File: src/design/teal_pkg.sv
package teal_pkg;

	// Fixed field widths of the request and response words
	localparam int VERT_W     = 16;
	localparam int FACE_NUM_W = 8;
	localparam int LINKS_W    = 10;
	localparam int EDGES      = 3;

	typedef enum logic [1:0] {
		OP_LOAD  = 2'd0,
		OP_BUILD = 2'd1,
		OP_QUERY = 2'd2,
		OP_CLEAR = 2'd3
	} teal_op_t;

	typedef enum logic [1:0] {
		ST_OK      = 2'd0,
		ST_FULL    = 2'd1,
		ST_NO_FACE = 2'd2
	} teal_status_t;

	typedef struct packed {
		logic [1:0]            opcode;
		logic [VERT_W-1:0]     vert_first;
		logic [VERT_W-1:0]     vert_second;
		logic [VERT_W-1:0]     vert_third;
		logic [FACE_NUM_W-1:0] query_face;
		logic [1:0]            query_edge;
	} teal_in_t;

	typedef struct packed {
		logic [1:0]            status;
		logic [FACE_NUM_W-1:0] face_number;
		logic [LINKS_W-1:0]    links_made;
		logic                  partner_valid;
		logic [FACE_NUM_W-1:0] partner_face;
		logic [1:0]            partner_edge;
		logic                  owner_side;
	} teal_out_t;

	// Commands from the controller to the datapath
	typedef struct packed {
		logic start;
		logic load;
		logic qry_rd;
		logic qry_done;
		logic clr;
		logic fa_rd;
		logic fa_inc;
		logic row_a_ld;
		logic ea_clr;
		logic ea_inc;
		logic fb_clr;
		logic fb_rd;
		logic fb_inc;
		logic hit_ld;
		logic link_a;
		logic link_b;
		logic out_push;
	} teal_cmd_t;

	// Status from the datapath to the controller
	typedef struct packed {
		logic fa_end;
		logic ea_end;
		logic ea_linked;
		logic fb_end;
		logic hit;
		logic self_hit;
		logic out_free;
	} teal_sts_t;

endpackage

File: src/design/teal_ctrl.sv
module teal_ctrl (
	input  logic                clk,
	input  logic                arst_n,
	input  logic                req_valid,
	input  logic [1:0]          opcode,
	output logic                req_stall,
	input  teal_pkg::teal_sts_t sts,
	output teal_pkg::teal_cmd_t cmd
);
	import teal_pkg::*;

	typedef enum logic [12:0] {
		S_IDLE     = 13'h0001,
		S_LOAD     = 13'h0002,
		S_QRY_RD   = 13'h0004,
		S_QRY_DONE = 13'h0008,
		S_CLEAR    = 13'h0010,
		S_B_ORD    = 13'h0020,
		S_B_OWAIT  = 13'h0040,
		S_B_EDGE   = 13'h0080,
		S_B_SRD    = 13'h0100,
		S_B_SCMP   = 13'h0200,
		S_B_LNKA   = 13'h0400,
		S_B_LNKB   = 13'h0800,
		S_RESULT   = 13'h1000
	} state_t;

	state_t state_q, state_d;

	assign req_stall = (state_q != S_IDLE);

	// Sequence the operations and the build search
	always_comb begin
		state_d = state_q;
		cmd     = '0;
		case (state_q)
			S_IDLE: begin
				if (req_valid) begin
					cmd.start = 1'b1;
					case (opcode)
						OP_LOAD:  state_d = S_LOAD;
						OP_BUILD: state_d = S_B_ORD;
						OP_QUERY: state_d = S_QRY_RD;
						OP_CLEAR: state_d = S_CLEAR;
						default:  state_d = S_CLEAR;
					endcase
				end
			end
			S_LOAD: begin
				cmd.load = 1'b1;
				state_d  = S_RESULT;
			end
			S_QRY_RD: begin
				cmd.qry_rd = 1'b1;
				state_d    = S_QRY_DONE;
			end
			S_QRY_DONE: begin
				cmd.qry_done = 1'b1;
				state_d      = S_RESULT;
			end
			S_CLEAR: begin
				cmd.clr = 1'b1;
				state_d = S_RESULT;
			end
			S_B_ORD: begin
				if (sts.fa_end) begin
					state_d = S_RESULT;
				end else begin
					cmd.fa_rd = 1'b1;
					state_d   = S_B_OWAIT;
				end
			end
			S_B_OWAIT: begin
				cmd.row_a_ld = 1'b1;
				cmd.ea_clr   = 1'b1;
				state_d      = S_B_EDGE;
			end
			S_B_EDGE: begin
				if (sts.ea_end) begin
					cmd.fa_inc = 1'b1;
					state_d    = S_B_ORD;
				end else if (sts.ea_linked) begin
					cmd.ea_inc = 1'b1;
				end else begin
					cmd.fb_clr = 1'b1;
					state_d    = S_B_SRD;
				end
			end
			S_B_SRD: begin
				if (sts.fb_end) begin
					cmd.ea_inc = 1'b1;
					state_d    = S_B_EDGE;
				end else begin
					cmd.fb_rd = 1'b1;
					state_d   = S_B_SCMP;
				end
			end
			S_B_SCMP: begin
				if (sts.hit) begin
					cmd.hit_ld = 1'b1;
					state_d    = S_B_LNKA;
				end else begin
					cmd.fb_inc = 1'b1;
					state_d    = S_B_SRD;
				end
			end
			S_B_LNKA: begin
				cmd.link_a = 1'b1;
				if (sts.self_hit) begin
					cmd.ea_inc = 1'b1;
					state_d    = S_B_EDGE;
				end else begin
					state_d = S_B_LNKB;
				end
			end
			S_B_LNKB: begin
				cmd.link_b = 1'b1;
				cmd.ea_inc = 1'b1;
				state_d    = S_B_EDGE;
			end
			S_RESULT: begin
				if (sts.out_free) begin
					cmd.out_push = 1'b1;
					state_d      = S_IDLE;
				end
			end
			default: state_d = S_IDLE;
		endcase
	end

	always_ff @(posedge clk or negedge arst_n) begin
		if (!arst_n) begin
			state_q <= S_IDLE;
		end else begin
			state_q <= state_d;
		end
	end

endmodule

File: config.mk
export PLATFORM = sky130hd
export DESIGN_NAME = teal_ctrl
export DESIGN_NICKNAME = d
export VERILOG_FILES = /design/src/design/teal_pkg.sv /design/src/design/teal_ctrl.sv
export SDC_FILE = /design/constraint.sdc
export NUM_CORES = 1
export LEC_CHECK = 0
export BUFFER_PORTS_ARGS = -buffer_cell sky130_fd_sc_hd__buf_2
export CAP_MARGIN = 20
export CELL_PAD_IN_SITES_DETAIL_PLACEMENT = 1
export CELL_PAD_IN_SITES_GLOBAL_PLACEMENT = 2
export CORE_UTILIZATION = 31
export DETAILED_ROUTE_END_ITERATION = 7
export GPL_ROUTABILITY_DRIVEN = 0
export GPL_TIMING_DRIVEN = 0
export PLACE_DENSITY = 0.82
export SYNTH_ARGS = -nofsm -noshare
export SYNTH_HDL_FRONTEND = slang
export SYNTH_SLANG_ARGS = --single-unit
File: constraint.sdc
create_clock -name clk -period 3.7 [get_ports clk]
set_input_delay 0.37 -clock clk [delete_from_list [all_inputs] [get_ports clk]]
set_output_delay 0.37 -clock clk [all_outputs]
set_load 0.03 [all_outputs]
; ---- Yosys cells after proc, flatten, opt, wreduce, memory -nomap -nowiden
; Cells that the tools add are included.
[word_totals]
register_bits = 13
inputBits = 12
out_inout_bits = 18
wordCells = 62
[classes]
n_eq_ne = 20
n_mux = 37
reduce_logical = 4
[ops]
columns = operator, n
row1 = $pmux 13 s10, 1
row2 = $mux 13, 5
row3 = $pmux 13 s4, 1
row4 = $mux 1, 23
row5 = $eq 13x1->1 const B, 1
row6 = $eq 13x10->1 const B, 1
row7 = $eq 13x11->1 const B, 1
row8 = $eq 13x12->1 const B, 1
row9 = $eq 13x13->1 const B, 1
row10 = $eq 13x2->1 const B, 1
row11 = $eq 13x3->1 const B, 1
row12 = $eq 13x4->1 const B, 1
row13 = $eq 13x5->1 const B, 1
row14 = $eq 13x6->1 const B, 1
row15 = $eq 13x7->1 const B, 1
row16 = $eq 13x8->1 const B, 1
row17 = $eq 13x9->1 const B, 1
row18 = $ne 13x1->1 const B, 1
row19 = $mux 12, 1
row20 = $mux 11, 1
row21 = $mux 10, 1
row22 = $mux 2, 3
row23 = $eq 2x2->1 const B, 2
row24 = $ne 2x2->1 const B, 2
row25 = 7 further kinds, 7

; ---- Depth between registers and ports, before layout
[logic_depth]
depth_word = 4
ltp_mapped = 5
depth_no_buf = 4

; ---- Worst setup path after synthesis
; Ideal clock, no wire load.
[synth_path]
path_type = reg2out
start = register state_q[4]
end = output port cmd[7] (netlist name)
arrival_ns = 2.489
required_ns = 3.330
path_slack_ns = 0.841
path_stages_with_launch = 5
path_buffers = 1
path_cell_list = dfrtp_1 -> buf_6 -> or4_4 -> nor4_1 -> nand2b_1
[synth_rtl]
columns = element, line_no
row1 = from (decl), teal_ctrl.sv:28  ; state_t state_q, state_d;
row2 = from (signal assigned), teal_ctrl.sv:135  ; state_q <= state_d;
row3 = to (decl), teal_ctrl.sv:8  ; output teal_pkg::teal_cmd_t cmd

==> impl_metrics.py <==
metrics = {
    "clock_tree": {
        "clkSinkCount": 13,
        "cts-htree-levels": 1,
        "clock_latency_ps": 270,
        "cts_inserted_buffers": 3,
        "cts-root-buf": "clkbuf_4",
        "cts_tree": "yes",
        "clockBufferDepth": 2,
        "path_clk_slew_ps": 90,
    },
    "synth": {
        "synthCells": 106,
        "syn_avg_cell_area_sq_um": 8.88,
        "synthArstFlopShare_pct": 100,
        "synth_ff_type": "dfrtp_1",
        "synth.distinct_cells": 40,
        "synth_edf_count": 0,
        "ys_warn_count": 0,
        "syn_nets": 118,
        "seq_area_frac_synth_pct": 34.7,
        "syn-cell-area_sq_um": 941,
        "synth-seq-cells": 13,
    },
    "layout": {
        "largest_reg_flops": 13,
        "areaGrowthSynthToFinish_pct": 23.4,
        "finalNetCount": 153,
        "multi_input_area_sq_um": 554,
        "final.fill_count": 346,
        "seqCellArea_sq_um": 327,
        "drive_gt1_share_pct": 33.6,
        "largest_registers": "state_q: 13 flops",
        "largest-register": "state_q",
        "antenna_cells": 0,
    },
    "die": {
        "fp.dieW_um": 57.1,
        "die_area_sq_mm": 0.00326,
        "core_sq_mm": 0.00281,
        "initial_core_util_pct": 33.5,
        "placementRows": 19,
        "pin_count": 30,
        "dieHeight_um": 57.1,
    },
    "hold_path": {
        "whs_path_depth": 2,
        "hp-class": "primary input to flop",
        "min_to": "state_q[6]",
        "hold_start": "sts[6]",
    },
    "timing": {
        "relSlewSlack_pct": 53.7,
        "clock_skew_ps": 3.78,
        "tns_ps": 0,
        "worst_slew_pin_slew_ps": 688,
        "layout_worst_path_cycle_share_pct": 72.1,
        "hold_viol_final": 0,
        "rsz0062_at_grt": "no",
        "fmax_mhz": 375,
        "hold_ws_ps": 265,
        "period_needed_ps": 2670,
        "setup_viol": 0,
        "maxSlewViolCount": 0,
    },
    "global_routing": {
        "met1_usage_pct": 22.6,
        "antenna_found_initial": 0,
        "top_usage_layer": "met2",
        "use_met3_pct": 2.27,
        "track_usage_pct": 17.1,
        "grt_overflow": 0,
        "grt_pass1_wl_um": 4260,
        "grt_pass1_vias": 912,
        "grt_use_met2_pct": 28.6,
        "grt_max_degree": 14,
    },
    "status": {
        "violations": "design-rule violations",
        "status": "finished with violations",
    },
    "detailed_routing": {
        "routedWlPerCell_um": 15.3,
        "wirelength_um": 2610,
        "ant_nets": 0,
        "num_vias": 946,
        "drc_errors": 2,
        "vias_per_cell": 5.53,
        "first_iter_violations": 12,
        "dr.pass1.iters": 6,
    },
    "pwr": {
        "power.density_mw_per_mm2": 510,
        "vdd_drop_max_v": 0.000201,
        "leakagePower_nw": 0.624,
    },
    "critical_path": {
        "cp_max_fo": 8,
        "r2r_setup_slack_ps": 1590,
        "cp.arrival_ps": 2300,
        "cp-start-kind": "flop",
        "cp.required_ps": 3330,
        "rr_startpoint": "state_q[10]",
        "endpoint_kind": "output pin",
        "regToRegEndpoint": "state_q[0]",
        "path_class": "flop to output pin",
        "r2r_cells": 5,
    },
    "placed_design": {
        "dp_hpwl_um": 2030,
        "port_buffers": 29,
    },
    "run": {
        "cap_violations": 0,
    },
}
==> routing by layer <==
| layer | share of wire, % | wire length, um | vias to the layer above |
|---|---|---|---|
| li1 | - | - | 469 |
| met1 | 47 | 1220 | 456 |
| met2 | 49 | 1270 | 19 |
| met3 | 3.3 | 86 | 2 |
| met4 | 0.88 | 23 | 0 |
| met5 | 0 | 0 | - |
==> worst max path at each step <==
| stage | startpoint | end | slack [ps] |
|---|---|---|---|
| 2_1_floorplan | state_q[4] | cmd[7] | 840 |
| 3_3_place_gp | state_q[10] | cmd[16] | 1390 |
| 3_5_place_dp | state_q[4] | cmd[3] | 1330 |
| 4_1_cts | state_q[5] | cmd[3] | 1000 |
| 5_1_grt | state_q[10] | cmd[16] | 850 |
| 6_report | state_q[5] | cmd[3] | 1030 |
==> what timing repair did <==
item                      4_1_cts  5_1_grt
gates resized for setup         0        0
hold buffers                    1        0
hold endpoints to repair       12        0
buffers inserted                0        0
==> cells in the final DEF, fill, tap and decap left out, types with 2 or more instances in the layout <==
| master | n |
|---|---|
| a32oi_1 | 2 |
| and3_1 | 6 |
| and3b_1 | 2 |
| and4b_1 | 2 |
| buf_2 | 32 |
| clkbuf_1 | 4 |
| clkbuf_4 | 3 |
| dfrtp_1 | 12 |
| inv_1 | 3 |
| nand2_1 | 5 |
| nand3_1 | 5 |
| nand4_1 | 2 |
| nor2_1 | 14 |
| nor3_1 | 6 |
| nor3_2 | 2 |
| nor3b_1 | 2 |
| nor3b_2 | 2 |
| nor4_1 | 4 |
| nor4b_1 | 3 |
| o21ai_0 | 2 |
| o32ai_1 | 2 |
| or4_4 | 2 |
| xor2_1 | 4 |
==> critical path, cell delays in order, from the launching register on <==
cell	delay (ps)
dfrtp_1	370
buf_2	160
or4_4	560
nor4_4	370
nand3_1	220
nor2_1	130
buf_2	210
==> synth_stat cells, types with 3 or more instances <==
library cell,number,area share (%)
nor4_1,4,2.7
nand3_1,5,2.7
and3_1,6,4.0
dfrtp_1,12,32
nor2_1,14,5.6
nor3_1,6,3.2
clkbuf_1,3,1.2
nor4b_1,3,2.8
nand2_1,5,2.0
inv_1,3,1.2
buf_2,3,1.6
xor2_1,4,3.7
==> where the power goes <==
group          total [mW]  leakage (nW)  switching [mW]  internal [mW]
Combinational       0.329         0.432           0.211          0.118
Clock              0.0917        0.0150          0.0500         0.0417
Sequential          0.171         0.177         0.00903          0.162
==> cell families after synthesis <==
logic type	after synthesis	share of synthesized area (%)
flip-flops	13	34.7
AO/OA/AOI/OAI	13	10.8
XOR/XNOR	4	3.72
multiplexers	1	1.20
buffers and inverters	12	6.38
AND/OR/NAND/NOR	63	43.2
==> stage by stage <==
step           worst slack (ps)  power (mW)  utilization, %  instance area [sq um]  cells
2_1_floorplan               841       0.418               -                    941    106
3_3_place_gp               1390       0.496            40.1                   1120    166
4_1_cts                    1000       0.597            41.4                   1160    171
5_1_grt                     854       0.630            41.4                   1160    171
6_report                   1030       0.592            41.4                   1160    171
3_5_place_dp               1330       0.502            40.1                   1120    166
==> area by class of cell <==
| class | count | share of cell area (%) |
|---|---|---|
| multi-input combinational | 81 | 47.7 |
| sequential | 13 | 28.1 |
| timing repair buffer | 30 | 13.4 |
| buffer | 8 | 3.88 |
| tap | 31 | 3.34 |
| clock buffer | 4 | 2.26 |
| inverter | 4 | 1.29 |
Note: power is estimated with default switching activity, not from simulation.
